==> src/sv/b64sc_pkg.sv <==
package b64sc_pkg;

    // Mode register codes
    localparam logic MODE_ENCODE = 1'b0;
    localparam logic MODE_DECODE = 1'b1;

    // Register index of the mode register (paddr bit 2)
    localparam logic REG_MODE = 1'b0;

    // ASCII codes used by the codec
    localparam logic [7:0] CHAR_TAB   = 8'h09;
    localparam logic [7:0] CHAR_CR    = 8'h0d;
    localparam logic [7:0] CHAR_SPACE = 8'h20;
    localparam logic [7:0] CHAR_PLUS  = 8'h2b;
    localparam logic [7:0] CHAR_SLASH = 8'h2f;
    localparam logic [7:0] CHAR_ZERO  = 8'h30;
    localparam logic [7:0] CHAR_NINE  = 8'h39;
    localparam logic [7:0] CHAR_PAD   = 8'h3d;
    localparam logic [7:0] CHAR_UC_A  = 8'h41;
    localparam logic [7:0] CHAR_UC_Z  = 8'h5a;
    localparam logic [7:0] CHAR_LC_A  = 8'h61;
    localparam logic [7:0] CHAR_LC_Z  = 8'h7a;

    // Command handed from the front end to the back end.
    // is_group: encode group of four characters; otherwise one result
    // whose byte sits in group[7:0].
    typedef struct packed {
        logic        is_group;
        logic [23:0] group;
        logic [1:0]  cnt;       // data characters minus one (encode)
        logic        fin;
        logic        has_data;
        logic        bad;
    } cmd_t;

    // 6-bit value of a base64 character; bit 6 set marks an illegal code
    function automatic logic [6:0] char_value(input logic [7:0] c);
        logic [7:0] d;
        d = 8'h00;
        if (c >= CHAR_UC_A && c <= CHAR_UC_Z) begin
            d = c - CHAR_UC_A;
        end else if (c >= CHAR_LC_A && c <= CHAR_LC_Z) begin
            d = c - CHAR_LC_A + 8'd26;
        end else if (c >= CHAR_ZERO && c <= CHAR_NINE) begin
            d = c - CHAR_ZERO + 8'd52;
        end else if (c == CHAR_PLUS) begin
            d = 8'd62;
        end else if (c == CHAR_SLASH) begin
            d = 8'd63;
        end else begin
            d = 8'd64;
        end
        return d[6:0];
    endfunction

    // Standard alphabet character for a 6-bit value
    function automatic logic [7:0] alphabet_char(input logic [5:0] v);
        logic [7:0] w;
        w = {2'b00, v};
        if (w < 8'd26) begin
            return CHAR_UC_A + w;
        end else if (w < 8'd52) begin
            return CHAR_LC_A + w - 8'd26;
        end else if (w < 8'd62) begin
            return CHAR_ZERO + w - 8'd52;
        end else if (w == 8'd62) begin
            return CHAR_PLUS;
        end else begin
            return CHAR_SLASH;
        end
    endfunction

endpackage

==> src/sv/b64sc_front.sv <==
module b64sc_front
    import b64sc_pkg::*;
(
    input  logic       clk,
    input  logic       rst_n,
    input  logic       mode,
    input  logic       accept,
    input  logic [7:0] in_byte,
    input  logic       last,
    output logic       cmd_valid,
    output cmd_t       cmd
);

    logic [15:0] held_bytes_reg, held_bytes_next;
    logic [1:0]  held_count_reg, held_count_next;
    logic [11:0] bit_buffer_reg, bit_buffer_next;
    logic [2:0]  bits_pending_reg, bits_pending_next;
    logic        stopped_reg, stopped_next;

    logic [2:0]  count;
    logic        skip;
    logic [6:0]  value;
    logic [11:0] acc;
    logic [3:0]  pend;
    logic [7:0]  dec_byte;

    // Classify the beat and update the per-mode message state
    always_comb
    begin
        held_bytes_next   = held_bytes_reg;
        held_count_next   = held_count_reg;
        bit_buffer_next   = bit_buffer_reg;
        bits_pending_next = bits_pending_reg;
        stopped_next      = stopped_reg;
        cmd_valid         = 1'b0;
        cmd               = '0;

        count = {1'b0, held_count_reg} + 3'd1;
        skip  = (in_byte >= CHAR_TAB && in_byte <= CHAR_CR) || in_byte == CHAR_SPACE
                || in_byte == CHAR_PAD;
        value = char_value(in_byte);
        acc   = {bit_buffer_reg[5:0], value[5:0]};
        pend  = {1'b0, bits_pending_reg} + 4'd6;

        // pend is 8, 10 or 12 when a byte is due
        case (pend[2:0])
            3'd0:    dec_byte = acc[7:0];
            3'd2:    dec_byte = acc[9:2];
            default: dec_byte = acc[11:4];
        endcase

        if (accept) begin
            if (mode == MODE_ENCODE) begin
                if (count < 3'd3 && !last) begin
                    if (held_count_reg == 2'd0) begin
                        held_bytes_next = {in_byte, 8'h00};
                    end else begin
                        held_bytes_next = {held_bytes_reg[15:8], in_byte};
                    end
                    held_count_next = count[1:0];
                end else begin
                    cmd_valid    = 1'b1;
                    cmd.is_group = 1'b1;
                    case (count)
                        3'd1:    cmd.group = {in_byte, 16'h0000};
                        3'd2:    cmd.group = {held_bytes_reg[15:8], in_byte, 8'h00};
                        default: cmd.group = {held_bytes_reg, in_byte};
                    endcase
                    cmd.cnt      = count[1:0];
                    cmd.fin      = last;
                    cmd.has_data = 1'b1;
                    held_bytes_next = '0;
                    held_count_next = '0;
                    if (last) begin
                        bit_buffer_next   = '0;
                        bits_pending_next = '0;
                        stopped_next      = 1'b0;
                    end
                end
            end else begin
                if (!stopped_reg && !skip) begin
                    if (value[6]) begin
                        stopped_next = 1'b1;
                    end else begin
                        if (pend[3]) begin
                            cmd_valid      = 1'b1;
                            cmd.group      = {16'h0000, dec_byte};
                            cmd.has_data   = 1'b1;
                            cmd.fin        = last;
                        end
                        bit_buffer_next   = acc;
                        bits_pending_next = pend[2:0];
                    end
                end
                if (last) begin
                    // silent end: empty end marker carries the error flag
                    if (!cmd_valid) begin
                        cmd_valid = 1'b1;
                        cmd.fin   = 1'b1;
                        cmd.bad   = stopped_next;
                    end
                    held_bytes_next   = '0;
                    held_count_next   = '0;
                    bit_buffer_next   = '0;
                    bits_pending_next = '0;
                    stopped_next      = 1'b0;
                end
            end
        end
    end

    // Message state
    always_ff @(posedge clk or negedge rst_n)
    begin
        if (!rst_n) begin
            held_bytes_reg   <= '0;
            held_count_reg   <= '0;
            bit_buffer_reg   <= '0;
            bits_pending_reg <= '0;
            stopped_reg      <= 1'b0;
        end else begin
            held_bytes_reg   <= held_bytes_next;
            held_count_reg   <= held_count_next;
            bit_buffer_reg   <= bit_buffer_next;
            bits_pending_reg <= bits_pending_next;
            stopped_reg      <= stopped_next;
        end
    end

    // Encode never holds a full group between beats
    a_held_count_max: assert property (@(posedge clk) disable iff (!rst_n)
        held_count_reg != 2'd3)
        else $error("held_count reached three");

    // Decode pending bit count stays even
    a_pending_even: assert property (@(posedge clk) disable iff (!rst_n)
        !bits_pending_reg[0])
        else $error("odd bits_pending");

    // Every last beat produces a command
    a_last_cmd: assert property (@(posedge clk) disable iff (!rst_n)
        (accept && last) |-> (cmd_valid && cmd.fin))
        else $error("last beat without end command");

endmodule

==> src/sv/b64sc_fifo.sv <==
module b64sc_fifo
    import b64sc_pkg::*;
#(
    parameter int DEPTH = 2
)
(
    input  logic clk,
    input  logic rst_n,
    input  logic push,
    input  cmd_t push_cmd,
    input  logic pop,
    output logic full,
    output logic empty,
    output cmd_t head
);

    localparam int IW = $clog2(DEPTH);
    localparam int CW = $clog2(DEPTH + 1);

    cmd_t            mem_reg [DEPTH];
    logic [IW-1:0]   wr_ptr_reg, wr_ptr_next;
    logic [IW-1:0]   rd_ptr_reg, rd_ptr_next;
    logic [CW-1:0]   count_reg, count_next;

    assign full  = (count_reg == CW'(DEPTH));
    assign empty = (count_reg == '0);
    assign head  = mem_reg[rd_ptr_reg];

    // Pointer and fill bookkeeping
    always_comb
    begin
        wr_ptr_next = wr_ptr_reg;
        rd_ptr_next = rd_ptr_reg;
        count_next  = count_reg;
        if (push) begin
            wr_ptr_next = (wr_ptr_reg == IW'(DEPTH - 1)) ? '0 : wr_ptr_reg + 1'b1;
        end
        if (pop) begin
            rd_ptr_next = (rd_ptr_reg == IW'(DEPTH - 1)) ? '0 : rd_ptr_reg + 1'b1;
        end
        case ({push, pop})
            2'b10:   count_next = count_reg + 1'b1;
            2'b01:   count_next = count_reg - 1'b1;
            default: count_next = count_reg;
        endcase
    end

    always_ff @(posedge clk or negedge rst_n)
    begin
        if (!rst_n) begin
            wr_ptr_reg <= '0;
            rd_ptr_reg <= '0;
            count_reg  <= '0;
        end else begin
            wr_ptr_reg <= wr_ptr_next;
            rd_ptr_reg <= rd_ptr_next;
            count_reg  <= count_next;
        end
    end

    // Storage, no reset needed
    always_ff @(posedge clk)
    begin
        if (push) begin
            mem_reg[wr_ptr_reg] <= push_cmd;
        end
    end

    a_no_overflow: assert property (@(posedge clk) disable iff (!rst_n)
        !(push && full))
        else $error("queue overflow");

    a_no_underflow: assert property (@(posedge clk) disable iff (!rst_n)
        !(pop && empty))
        else $error("queue underflow");

    a_count_range: assert property (@(posedge clk) disable iff (!rst_n)
        count_reg <= CW'(DEPTH))
        else $error("queue count out of range");

endmodule

==> src/sv/b64sc_back.sv <==
module b64sc_back
    import b64sc_pkg::*;
(
    input  logic       clk,
    input  logic       rst_n,
    input  logic       q_empty,
    input  cmd_t       q_head,
    output logic       q_pop,
    input  logic       pop,
    output logic       empty,
    output logic [7:0] out_byte,
    output logic       has_data,
    output logic       end_of_message,
    output logic       bad_input
);

    logic [1:0] k_reg, k_next;
    logic       out_valid_reg, out_valid_next;
    logic       load;
    logic       take;
    logic [5:0] sextet;
    logic [7:0] res_byte;
    logic       res_end;

    assign empty = !out_valid_reg;
    assign load  = !out_valid_reg || pop;
    assign take  = load && !q_empty;

    // Character select for the current beat of a group
    always_comb
    begin
        case (k_reg)
            2'd0:    sextet = q_head.group[23:18];
            2'd1:    sextet = q_head.group[17:12];
            2'd2:    sextet = q_head.group[11:6];
            default: sextet = q_head.group[5:0];
        endcase
        if (q_head.is_group) begin
            res_byte = (k_reg <= q_head.cnt) ? alphabet_char(sextet) : CHAR_PAD;
            res_end  = q_head.fin && (k_reg == 2'd3);
        end else begin
            res_byte = q_head.group[7:0];
            res_end  = q_head.fin;
        end
    end

    // Beat sequencing over the queue head
    always_comb
    begin
        k_next         = k_reg;
        q_pop          = 1'b0;
        out_valid_next = out_valid_reg;
        if (load) begin
            out_valid_next = !q_empty;
        end
        if (take) begin
            if (!q_head.is_group || k_reg == 2'd3) begin
                q_pop  = 1'b1;
                k_next = 2'd0;
            end else begin
                k_next = k_reg + 2'd1;
            end
        end
    end

    always_ff @(posedge clk or negedge rst_n)
    begin
        if (!rst_n) begin
            k_reg         <= '0;
            out_valid_reg <= 1'b0;
        end else begin
            k_reg         <= k_next;
            out_valid_reg <= out_valid_next;
        end
    end

    // Output register payload
    always_ff @(posedge clk)
    begin
        if (take) begin
            out_byte       <= res_byte;
            has_data       <= q_head.has_data;
            end_of_message <= res_end;
            bad_input      <= q_head.bad;
        end
    end

    // Mid-group position only while a group heads the queue
    a_k_group: assert property (@(posedge clk) disable iff (!rst_n)
        (k_reg != 2'd0) |-> (!q_empty && q_head.is_group))
        else $error("group position without group at head");

    // A pending result is never dropped while stalled
    a_hold_valid: assert property (@(posedge clk) disable iff (!rst_n)
        (out_valid_reg && !pop) |=> out_valid_reg)
        else $error("result dropped under stall");

    // Group pops only on its fourth character
    a_group_pop: assert property (@(posedge clk) disable iff (!rst_n)
        (q_pop && q_head.is_group) |-> (k_reg == 2'd3))
        else $error("group popped early");

endmodule

==> src/sv/base64_stream_codec_unit.sv <==
// Streaming base64 codec. The mode register (address 0, bit 0) selects
// encode (0, bytes to standard-alphabet text with '=' padding) or liberal
// decode (1, text to bytes; whitespace and '=' are skipped, an illegal
// character is flagged on the message's end result). Items enter through a
// push/full queue port and results leave through an empty/pop queue port.
// The front end takes one item per cycle whenever its command queue
// (QUEUE_DEPTH entries) has room; the back end drives one result per cycle
// into the output register whenever that register is free or popped.
// Decoding thus sustains one item per cycle while results are popped;
// encoding is bounded by the single result port, since each group of three
// bytes, or a message's final partial group, yields four characters sent
// one at a time. An item's first result goes through the command queue,
// then the output register. Change mode only while the block is idle.
module base64_stream_codec_unit
    import b64sc_pkg::*;
#(
    parameter int QUEUE_DEPTH = 2
)
(
    input  logic        clk,
    input  logic        rst_n,
    // configuration
    input  logic        psel,
    input  logic        penable,
    input  logic        pwrite,
    input  logic [2:0]  paddr,
    input  logic [31:0] pwdata,
    output logic [31:0] prdata,
    output logic        pready,
    // item input
    input  logic        push,
    output logic        full,
    input  logic [7:0]  in_byte,
    input  logic        last,
    // result output
    output logic        empty,
    input  logic        pop,
    output logic [7:0]  out_byte,
    output logic        has_data,
    output logic        end_of_message,
    output logic        bad_input
);

    logic mode_reg, mode_next;
    logic accept;
    logic cmd_valid;
    cmd_t cmd;
    logic q_full, q_empty, q_pop;
    cmd_t q_head;

    // Configuration register
    assign pready = 1'b1;
    assign prdata = (paddr[2] == REG_MODE) ? {31'b0, mode_reg} : 32'b0;

    always_comb
    begin
        mode_next = mode_reg;
        if (psel && penable && pwrite && pready && paddr[2] == REG_MODE) begin
            mode_next = pwdata[0];
        end
    end

    always_ff @(posedge clk or negedge rst_n)
    begin
        if (!rst_n) begin
            mode_reg <= MODE_ENCODE;
        end else begin
            mode_reg <= mode_next;
        end
    end

    assign full   = q_full;
    assign accept = push && !q_full;

    b64sc_front u_front (
        .clk       (clk),
        .rst_n     (rst_n),
        .mode      (mode_reg),
        .accept    (accept),
        .in_byte   (in_byte),
        .last      (last),
        .cmd_valid (cmd_valid),
        .cmd       (cmd)
    );

    b64sc_fifo #(
        .DEPTH (QUEUE_DEPTH)
    ) u_fifo (
        .clk      (clk),
        .rst_n    (rst_n),
        .push     (cmd_valid),
        .push_cmd (cmd),
        .pop      (q_pop),
        .full     (q_full),
        .empty    (q_empty),
        .head     (q_head)
    );

    b64sc_back u_back (
        .clk            (clk),
        .rst_n          (rst_n),
        .q_empty        (q_empty),
        .q_head         (q_head),
        .q_pop          (q_pop),
        .pop            (pop),
        .empty          (empty),
        .out_byte       (out_byte),
        .has_data       (has_data),
        .end_of_message (end_of_message),
        .bad_input      (bad_input)
    );

    // Error flag only ever rides on an end result
    a_bad_on_end: assert property (@(posedge clk) disable iff (!rst_n)
        (!empty && bad_input) |-> (end_of_message && !has_data))
        else $error("error flag outside empty end marker");

    // A result without data is always an end marker
    a_enc_clean: assert property (@(posedge clk) disable iff (!rst_n)
        (!empty && !has_data) |-> end_of_message)
        else $error("empty result that is not an end marker");

    // Items are never accepted into a full queue
    a_full_block: assert property (@(posedge clk) disable iff (!rst_n)
        q_full |-> !cmd_valid)
        else $error("command issued while queue full");

endmodule
==> config.mk <==
export PLATFORM = sky130hd
export DESIGN_NAME = base64_stream_codec_unit
export DESIGN_NICKNAME = d
export VERILOG_FILES = /design/src/sv/b64sc_pkg.sv /design/src/sv/b64sc_front.sv /design/src/sv/b64sc_fifo.sv /design/src/sv/b64sc_back.sv /design/src/sv/base64_stream_codec_unit.sv
export SDC_FILE = /design/constraint.sdc
export NUM_CORES = 1
export LEC_CHECK = 0
export BUFFER_PORTS_ARGS = -buffer_cell sky130_fd_sc_hd__buf_2
export CAP_MARGIN = 20
export CORE_ASPECT_RATIO = 0.5
export CORE_MARGIN = 2
export CORE_UTILIZATION = 47
export CTS_BUF_LIST = sky130_fd_sc_hd__clkbuf_4 sky130_fd_sc_hd__clkbuf_8
export DETAILED_ROUTE_END_ITERATION = 10
export GPL_ROUTABILITY_DRIVEN = 0
export GPL_TIMING_DRIVEN = 0
export PLACE_DENSITY = 0.77
export SLEW_MARGIN = 20
export SYNTH_ARGS = -nofsm -noshare
export SYNTH_HDL_FRONTEND = slang
export SYNTH_SLANG_ARGS = --single-unit
==> constraint.sdc <==
create_clock -name clk -period 3.7 [get_ports clk]
set_clock_uncertainty 0.05 [all_clocks]
set_input_delay 0.74 -clock clk [delete_from_list [all_inputs] [get_ports clk]]
set_output_delay 0.74 -clock clk [all_outputs]
set_load 0.005 [all_outputs]
* Word-level counts from Yosys, hierarchy flattened
Memory sizes are Yosys's and may differ from the RTL's.
Index checks and enable logic that the tools add are counted.
** Operators by class
- $add $sub $neg :: 17
- $mul :: 0
- Div/mod/pow operators :: 0
- $lt $le $gt $ge :: 13
- Equality and inequality tests :: 18
- Shifts and indexed selects :: 0
- Multiplexer cells :: 75
- Bitwise gates (word level) :: 1
- Reduce and logical (&&, ||, !) cells :: 34
** Operator list (number)
- $mux W24 :: 3
- $mux W16 :: 4
- $mux W8 :: 6
- $pmux W24 S2 :: 1
- $mux W6 :: 6
- $mux W7 :: 5
- $eq A8 B6 Y1 const B :: 4
- $mux W30 :: 1
- $mux W1 :: 29
- $mux W29 :: 1
- $mux W3 :: 7
- $mux W2 :: 9
- $pmux W6 S3 :: 1
- $add A7 B6 Y8 const A :: 2
- $ge A8 B7 Y1 const B :: 2
- $le A8 B7 Y1 const B :: 2
- $pmux W8 S2 :: 1
- $sub A7 B7 Y7 const B :: 2
- $logic_and A1 B1 Y1 :: 12
- $lt A6 B6 Y1 const B :: 2
- $eq A2 B2 Y1 const B :: 4
- $ge A8 B4 Y1 const B :: 1
- $ge A8 B6 Y1 const B :: 1
- $le A8 B4 Y1 const B :: 1
- other kinds (31) :: 51
** Storage, ports and cells
- Bits in registers :: 47
- Latch bits :: 0
- RAM bits :: 60
- ROM bits :: 0
- Bits of input ports :: 51
- Output and inout port bits :: 46
- Word-level logic and storage cells :: 175
- Memories :: 1
** Memory list
- u_fifo.mem_reg :: words 2, bits a word 30, rd ports 1, clocked after Yosys merged registers in 0, wr ports 1, RTL line b64sc_fifo.sv:20 : cmd_t mem_reg [DEPTH];

* Longest topological paths before layout
Gate-level depths: netlist of the first run.
- Depth after elaboration :: 15
- Depth in mapped cells :: 15
- Mapped depth without buffers :: 12

* Modules after synthesis
Synthesis of the first run repeated with hierarchy kept, for this count alone.
** Unflattened totals
- Cell total of the unflattened synthesis :: 544
- Area total of the unflattened synthesis :: 6251.0 um2
** By module, submodules not included
- b64sc_front :: times used 1, cells each 274, area each 2419.8 um2
- b64sc_fifo :: times used 1, cells each 109, area each 2359.8 um2
- b64sc_back :: times used 1, cells each 122, area each 1163.6 um2
- base64_stream_codec_unit :: times used 1, cells each 39, area each 307.8 um2

* Worst setup path after synthesis of the first run
No wires, ideal clock.
- Path kind :: input -> register
- Start point :: input port in_byte[1]
- End point :: memory u_fifo.mem_reg[0][0] (netlist bit), enable pin
- Library setup time :: 0.417 ns
- Data arrival time :: 3.874 ns
- Data required time :: 3.233 ns
- Path slack :: -0.641 ns
- Stages :: 10
- Path buffers :: 1
- Cell sequence :: clkbuf_1 > inv_1 > ha_1 > nand3b_1 > o211a_1 > o211ai_1 > a2111oi_2 > mux2_2 > o21ai_1 > nor2_1
** On the way
- Cells in the longest elaborated chain, start to end :: 15
- Elaborated cells between the ends (all ways) :: 39
** Ends and longest elaborated chain
- start: declaration :: RTL line base64_stream_codec_unit.sv:33 : input logic [7:0] in_byte,
- branches (longest 7 deep; another with $sub A7 B6 Y7)
- $mux W1 * :: RTL line b64sc_front.sv:81 : if (!stopped_reg && !skip) begin
- $mux W1 * :: RTL line b64sc_front.sv:53 : if (mode == MODE_ENCODE) begin
- $mux W1 * :: RTL line b64sc_front.sv:52 : if (accept) begin
- $mux W1 * :: RTL line b64sc_front.sv:95 : if (last) begin
- $mux W1 * :: RTL line b64sc_front.sv:53
- $mux W1 * :: RTL line b64sc_front.sv:52
- $mux W1 * :: RTL line b64sc_fifo.sv:64 : if (push) begin
- $mux W1 (not written as such) * :: RTL line b64sc_fifo.sv:65 : mem_reg[wr_ptr_reg] <= push_cmd;
- end: declaration :: RTL line b64sc_fifo.sv:20
Mark *: on every way between the ends. The select of a mux whose other input is x is not followed.

* Worst setup path after layout of the first run
- Start point :: register u_back.k_reg[0]
- End point :: register u_back.out_byte[3], data pin
** On the way
- Cells in the longest elaborated chain, start to end :: 9
- Elaborated cells between the ends (all ways) :: 18
** Ends and longest elaborated chain
- start: declaration :: RTL line b64sc_back.sv:17 : logic [1:0] k_reg, k_next;
- start signal: assignment :: RTL line b64sc_back.sv:72 : k_reg <= k_next;
- $eq A2 B2 Y1 (tied with other cells) :: RTL line b64sc_back.sv:32 : case (k_reg)
- $pmux W6 S3 :: RTL line b64sc_back.sv:32
- $add A6 B6 Y7 :: RTL line b64sc_pkg.sv:65 : return CHAR_ZERO + w - 8'd52;
- $sub A8 B6 Y8 :: RTL line b64sc_pkg.sv:65
- $mux W8 :: RTL line b64sc_pkg.sv:64 : end else if (w < 8'd62) begin
- $mux W8 :: RTL line b64sc_pkg.sv:62 : end else if (w < 8'd52) begin
- $mux W8 :: RTL line b64sc_pkg.sv:60 : if (w < 8'd26) begin
- $mux W8 * :: RTL line b64sc_back.sv:39 : res_byte = (k_reg <= q_head.cnt) ? alphabet_char(sextet) : CHAR_PAD;
- $mux W8 * :: RTL line b64sc_back.sv:38 : if (q_head.is_group) begin
- named net u_back.res_byte[3] :: RTL line b64sc_back.sv:22 : logic [7:0] res_byte;
- end signal: assignment :: RTL line b64sc_back.sv:81 : out_byte <= res_byte;
- end: declaration :: RTL line b64sc_back.sv:11 : output logic [7:0] out_byte,
Mark *: on every way through the listed nets, which the timed path passes. The rest lies on a longest branch.
A chain may end at the register's enable or synchronous reset.

==> results of run 1 <==
cell type report:
type                    instances  area share, %
plain buffers                  62           5.87
clock buffers                   9           1.77
clock inverters                 7          0.928
inverters                      32           1.71
multi-input cells             399           40.8
flip-flops and latches        106           42.9
well taps                     170           3.03
repair buffers                 34           3.00
worst max-delay path: cells and delay by family, from the launching register on:
family / cells / cell delay, ns
buffers and inverters: 4 / 0.64
AND/OR/NAND/NOR: 2 / 0.24
flip-flops: 1 / 0.41
AO/OA/AOI/OAI: 4 / 1.09
multiplexers: 1 / 0.36
adder cells (fa/ha/maj): 2 / 0.45
synth_stat cells (7+ instances only):
cell type,number,share of area [%]
edfxtp_1,71,34
nor2_1,39,2.3
nand2_1,38,2.3
dfrtp_1,35,14
buf_4,34,4.1
ha_1,32,6.4
inv_1,30,1.8
a22oi_1,26,3.1
o21ai_0,22,1.8
a21oi_1,21,1.7
clkbuf_1,21,1.3
a22o_1,18,2.5
mux2i_1,12,1.9
nand3_1,11,0.88
mux2_2,10,1.8
a31oi_1,9,0.90
xnor2_1,9,1.3
nand2b_1,8,0.80
o31ai_1,8,0.96
nor3_1,7,0.56
cells in the final DEF (no fill, tap or decap), types with 11 or more instances in the layout:
cell	instances
ha_1	30
o21ai_0	21
a22oi_1	26
mux2i_1	12
edfxtp_1	71
buf_4	38
inv_1	30
dfrtp_1	35
conb_1	32
nor2_1	37
clkbuf_1	17
clkbuf_8	12
a21oi_1	20
a22o_1	18
buf_2	31
nand3_1	11
nand2_1	38
what timing repair did:
| action | in CTS | in global routing |
|---|---|---|
| pin swaps | 2 | 1 |
| resized for setup | 2 | 10 |
| setup buffers | 1 | 3 |
| setup endpoints to repair | 56 | 71 |
per-stage QoR:
step	cell area (sq um)	cells	hold WS [ns]	setup TNS, ns
detailed placement	6770	801	0.422	-40.26
floorplan	6370	601	0.393	-9.86
global route	7010	819	0.437	-0.0389
global placement	6720	799	0.411	-75.48
finish	7010	819	0.391	0
CTS	6970	817	0.413	0
cells by family (layout without fill, tap and decap cells):
logic type,count (synthesis),after routing
compound gates,156,156
simple gates,137,137
buf+inv,96,144
xor+xnor,15,15
mux,27,27
other cells,2,32
fa+ha+maj,32,32
flops,106,106
report_power, final:
group	internal (mW)	switching [mW]
Sequential	1.65	0.165
Combinational	1.16	1.65
Clock	0.257	0.424
Total	3.07	2.24
metal layers:
metal / wire, um / vias to the layer above / global-route usage [%] / part of all wire (%)
met4: 167 / 0 / 4.31 / 1.2
met1: 6200 / 2229 / 26.9 / 45
met5: 0 / - / 0 / 0
li1: - / 2199 / - / -
met2: 6410 / 174 / 31.3 / 47
met3: 996 / 20 / 5.21 / 7.2
worst max-delay path by stage:
stage,slack [ns],to,cells after the start
global route,-0.04,u_back.out_byte[3]$_DFFE_PP_,15
detailed placement,-0.72,u_fifo.count_reg[1]$_DFFE_PN0P_,13
floorplan,-0.16,u_fifo.mem_reg[0][0]$_DFFE_PP_,10
finish,0.16,u_back.out_byte[3]$_DFFE_PP_,13
global placement,-1.18,u_fifo.mem_reg[0][13]$_DFFE_PP_,11
CTS,0.007,u_back.out_byte[3]$_DFFE_PP_,14
==> run_results.csv, run 1 <==
group,metric,value,unit
run_status,status,"finished clean",
yosys,synth_cell_types,76,
floorplan,initial_core_util,48.8,%
global_routing,grt_start_max_net_pins,36,
detailed_routing,route.vias.total,4622,
sta,max_slew_margin,44.8,%
yosys,yosys.area_share.simple,10.7,%
yosys,synth_cells,571,
cells_and_area,synthToLayoutAreaGrowth,12.1,%
cells_and_area,diodes,0,
setup_path,timing.rr.end,"u_back.out_byte[3]$_DFFE_PP_",
detailed_routing,ant_nets,0,
detailed_routing,routed_wl,13800,um
sta,fmax,282,MHz
clock_tree,insertion_delay,0.38,ns
detailed_routing,post_drt_wl_per_cell,16.8,um
global_routing,grt_pass1_vias,4352,
sta,period_minus_slack,3.54,ns
yosys,synthFlopType,"edfxtp_1",
cells_and_area,largest_register_ffs,60,
setup_path,crit_chain,"inv_1 -> ha_1 -> buf_4 -> a222oi_1 -> mux4_2 -> inv_1 -> ha_2 -> and2_4 -> a221oi_4 -> buf_4 -> nor3_1 -> a311oi_1 -> a22oi_1",
clock_tree,htree_num_levels,3,
pwr,irDropWorstVdd,336,uV
yosys,synth_compound_area_share,18.8,%
cells_and_area,multiInputGateArea,2860,sq um
sta,fin_crit_sh,95.8,%
placement,hpwl,10000,um
floorplan,die_area,14300,sq um
global_routing,antenna_found_initial,0,
sta,tightest_slew,0.828,ns
setup_path,r2r_start,"u_back.k_reg[0]$_DFFE_PN0P_",
sta,rsz0062_at_grt,"yes",
yosys,syn_area,6250,sq um
clock_tree,cts_root_buf,"clkbuf_8",
clock_tree,numClockSinks,106,
detailed_routing,drtIter0Drc,391,
clock_tree,clk_path_buf_depth,2,
yosys,ys_warn_count,0,
detailed_routing,firstDrtPassIters,5,
placement,io_buffers,28,
yosys,async_flop_share,33.0,%
detailed_routing,vias_per_cell,5.64,
floorplan,pin_count,97,
cells_and_area,fin_nets,727,
clock_tree,hold_buffers,0,
yosys,syn_avg_cell_area,11.0,sq um
floorplan,chipWidth,167,um
setup_path,rrSetupSlack,0.16,ns
cells_and_area,layout-drive-gt1-share,20.0,%
cells_and_area,nFillCells,1106,
setup_path,slowest_delay,0.41,ns
pwr,total_power,5.30,mW
sta,setup_slack,0.157,ns
setup_path,crit_start,"u_back.k_reg[0]$_DFFE_PN0P_",
yosys,muxShareOfSynthArea,5.14,%
placement,pre_cts_ws,-0.724,ns
yosys,synth-xor-area-share,2.10,%
global_routing,grt_overflow,0,
flow_run,maxCapViolCount,0,
setup_path,ff2ff_path_depth,13,
floorplan,die_h,85.6,um
yosys,yosys.area_share.adder,6.40,%
yosys,synth_seq_cells,106,
setup_path,cp_slowest_cell,"dfrtp_1",
cells_and_area,utilization,54.7,%
yosys,synth_top_family_by_area,"compound AO/OA/AOI/OAI gates",
yosys,ys_seq_area_share,48.1,%
setup_path,path_max_fanout,10,
min_path,holdCritPathClass,"in -> async",
setup_path,required,3.74,ns
pwr,leakage,2.88,nW
global_routing,grt_usage,19.5,%
yosys,synth_edf_count,71,
setup_path,critPathKind,"reg -> reg",
setup_path,critical_path.endpoint_type,"flop",
setup_path,critPathArrivalTime,3.58,ns
sta,drv_slew,0,
pwr,cellPowerDensity,756,nW/um^2
clock_tree,cts_tree,"done",
clock_tree,cts_made_buffers,9,
setup_path,start_kind,"flop",
cells_and_area,ff_latch_area,3010,sq um
detailed_routing,route.detailed.drc,0,
global_routing,grt_pass1_wl,22000,um
sta,setup_viol,0,
clock_tree,clkTransAtPathRegs,0.11,ns
floorplan,fp-row-count,29,
sta,hold_viol,0,
floorplan,core-area,12800,sq um
Note: power is estimated with default switching activity, not from simulation.
==> run 2: changes to the inputs <==
--- a/config.mk
+++ b/config.mk
@@ -5,6 +5,7 @@
 export SDC_FILE = /design/constraint.sdc
 export NUM_CORES = 1
 export LEC_CHECK = 0
+export ABC_AREA = 1
 export BUFFER_PORTS_ARGS = -buffer_cell sky130_fd_sc_hd__buf_2
 export CAP_MARGIN = 20
 export CORE_ASPECT_RATIO = 0.5
==> run 2 against run 1 <==
Compared with the run above: worst hold slack hardly changed; via count is 16% higher; final area is 3.2% higher; critical endpoint is now u_fifo.mem_reg[1][16]$_DFFE_PP_; largest cell class unchanged.
==> run_results.csv, run 2 <==
group,metric,value,unit
run_status,status,"finished clean",
setup_path,required,3.74,ns
sta,hold_viol,0,
floorplan,fp-row-count,30,
cells_and_area,synthToLayoutAreaGrowth,11.6,%
sta,tns,0,ns
setup_path,r2r_start,"u_back.k_reg[0]$_DFFE_PN0P_",
cells_and_area,final_common_cell,"nand2_1",
min_path,holdCritPathClass,"in -> async",
sta,setup_viol,0,
yosys,synth_cell_types,40,
yosys,ys_warn_count,0,
setup_path,crit_chain,"buf_2 -> buf_2 -> inv_1 -> ha_1 -> nand2_1 -> nand2_1 -> a21oi_1 -> nor2_1 -> nor2_1 -> nand2_1 -> nor2_1 -> nand2_1 -> nand2_1 -> nand2_2 -> nor2_4 -> buf_16",
setup_path,endpoint,"u_fifo.mem_reg[1][16]$_DFFE_PP_",
flow_run,maxCapViolCount,0,
yosys,yosysMostFrequentCell,"nand2_1",
setup_path,cp_top_family,"simple AND/OR/NAND/NOR gates",
floorplan,core-area,13500,sq um
clock_tree,numClockSinks,106,
floorplan,chipWidth,170,um
pwr,p_seq_share,33.5,%
setup_path,critical_path.endpoint_type,"flop",
floorplan,pin_count,97,
setup_path,cp_slowest_cell,"nor2_4",
clock_tree,cts-resized-gates,0,
global_routing,grt_usage,20.4,%
sta,fin_crit_sh,87.1,%
detailed_routing,drtIter0Drc,441,
cells_and_area,ff_latch_area,3010,sq um
setup_path,crit_start,"in_byte[2]",
cells_and_area,layout-drive-gt1-share,15.4,%
pwr,switching_share,44.9,%
setup_path,rrSetupSlack,0.71,ns
yosys,ys_seq_area_share,46.4,%
detailed_routing,route.detailed.drc,0,
setup_path,critPathKind,"in -> reg",
detailed_routing,ant_nets,0,
detailed_routing,routed_wl,14600,um
pwr,power_frac_comb,52.4,%
sta,drv_slew,0,
clock_tree,clk_path_buf_depth,2,
yosys,syn_area,6490,sq um
clock_tree,post_cts_buffers,0,
cells_and_area,diodes,0,
pwr,intPower,2.89,mW
floorplan,initial_core_util,48.0,%
yosys,synth_commonest_cells,"nand2_1, inv_1, edfxtp_1",
clock_tree,cts_made_buffers,9,
detailed_routing,vias_per_cell,5.15,
pwr,leakage,3.40,nW
sta,max_slew_margin,32.2,%
setup_path,timing.rr.end,"u_back.out_byte[4]$_DFFE_PP_",
yosys,synth_area_leader_cell,"edfxtp_1",
clock_tree,hold_buffers,0,
sta,fmax,310,MHz
setup_path,cp_num_cells,16,
detailed_routing,route.vias.total,5345,
pwr,p_clk_share,14.1,%
sta,period_minus_slack,3.22,ns
clock_tree,htree_num_levels,3,
setup_path,ff2ff_path_depth,16,
setup_path,critPathBufInv,4,
yosys,synth_area_leaders,"edfxtp_1, nand2_1, dfrtp_1, ha_1, inv_1",
placement,io_buffers,29,
cells_and_area,largest_register_ffs,60,
global_routing,grt_pass1_wl,23700,um
yosys,async_flop_share,33.0,%
floorplan,die_h,87.1,um
yosys,synth_edf_count,71,
yosys,synth_seq_cells,106,
pwr,cellPowerDensity,724,nW/um^2
global_routing,grt_pass1_vias,4938,
cells_and_area,nFillCells,1250,
setup_path,start_kind,"primary input",
cells_and_area,fin_nets,940,
cells_and_area,final_cell_mix,"nand2_1, inv_1, edfxtp_1",
setup_path,path_max_fanout,17,
clock_tree,clkTransAtPathRegs,0.10,ns
yosys,synth_top_area_share,32.9,%
detailed_routing,firstDrtPassIters,5,
global_routing,grt_start_max_net_pins,36,
clock_tree,cts_tree,"done",
sta,rsz0062_at_grt,"no",
placement,hpwl,10900,um
setup_path,critPathArrivalTime,3.26,ns
floorplan,die_area,14800,sq um
detailed_routing,post_drt_wl_per_cell,14.0,um
yosys,synth_cells,785,
global_routing,antenna_found_initial,0,
pwr,p_sw,2.35,mW
clock_tree,insertion_delay,0.38,ns
pwr,irDropWorstVdd,260,uV
cells_and_area,multiInputGateArea,2920,sq um
yosys,synthFlopType,"edfxtp_1",
sta,tightest_slew,1.01,ns
cells_and_area,utilization,53.5,%
setup_path,slowest_delay,0.41,ns
yosys,syn_avg_cell_area,8.26,sq um
global_routing,grt_overflow,0,
setup_path,crit_top_cell,"nand2_1",
clock_tree,cts_root_buf,"clkbuf_8",
-- run 2: kinds of logic (layout without fill, tap and decap cells) --
group           after synthesis  in the layout  synth area share (%)
simple gates                392            392                  25.5
compound gates              101            101                  9.57
other cells                   2             32                 0.116
flops                       106            106                  46.4
buf+inv                     140            187                  10.6
mux                           1              1                 0.154
fa+ha+maj                    32             32                  6.17
xor+xnor                     11             11                  1.49
-- run 2: routing by layer --
metal / GRT usage [%] / share of wire [%] / vias up
met3: 4.23 / 6.5 / 16
met2: 34.9 / 48 / 198
met4: 5.05 / 1.1 / 0
li1: - / - / 2635
met1: 26.9 / 45 / 2496
met5: 0 / 0 / -
-- run 2: cell type report --
type / instances / share of cell area, %
buffer: 54 / 5.01
clock buffer: 9 / 1.71
clock inverter: 7 / 1.07
inverter: 86 / 4.50
multi-input combinational: 569 / 40.3
sequential: 106 / 41.6
tap: 176 / 3.04
timing repair buffer: 31 / 2.77
-- run 2: metrics by stage --
step	instance area (sq um)	hold WS, ns	total power [mW]	setup WS [ns]	cells
floorplan	6600	0.394	3.76	0.376	815
global placement	6970	0.415	4.34	-0.471	1020
detailed placement	7030	0.421	4.49	0.115	1022
CTS	7240	0.411	5.22	0.516	1038
finish	7240	0.391	5.24	0.479	1038
global route	7240	0.457	5.70	0.256	1038
-- run 2: worst min-delay path by stage --
stage / end / slack, ns
after floorplan: mode_reg$_DFFE_PN0P_ / 0.39
after global placement: u_front.bit_buffer_reg[4]$_DFFE_PN0P_ / 0.42
after detailed placement: u_front.bit_buffer_reg[5]$_DFFE_PN0P_ / 0.42
after CTS: u_front.held_bytes_reg[5]$_DFFE_PN0P_ / 0.41
after global routing: u_front.held_bytes_reg[14]$_DFFE_PN0P_ / 0.46
final: u_front.held_bytes_reg[8]$_DFFE_PN0P_ / 0.39
-- run 2: power by group through the flow --
stage,Sequential (mW),Combinational [mW],Clock (mW)
floorplan,1.76,2.01,0
detailed placement,1.78,2.71,0
global route,1.78,3.14,0.780
finish,1.76,2.74,0.738
global placement,1.77,2.57,0
CTS,1.76,2.72,0.742
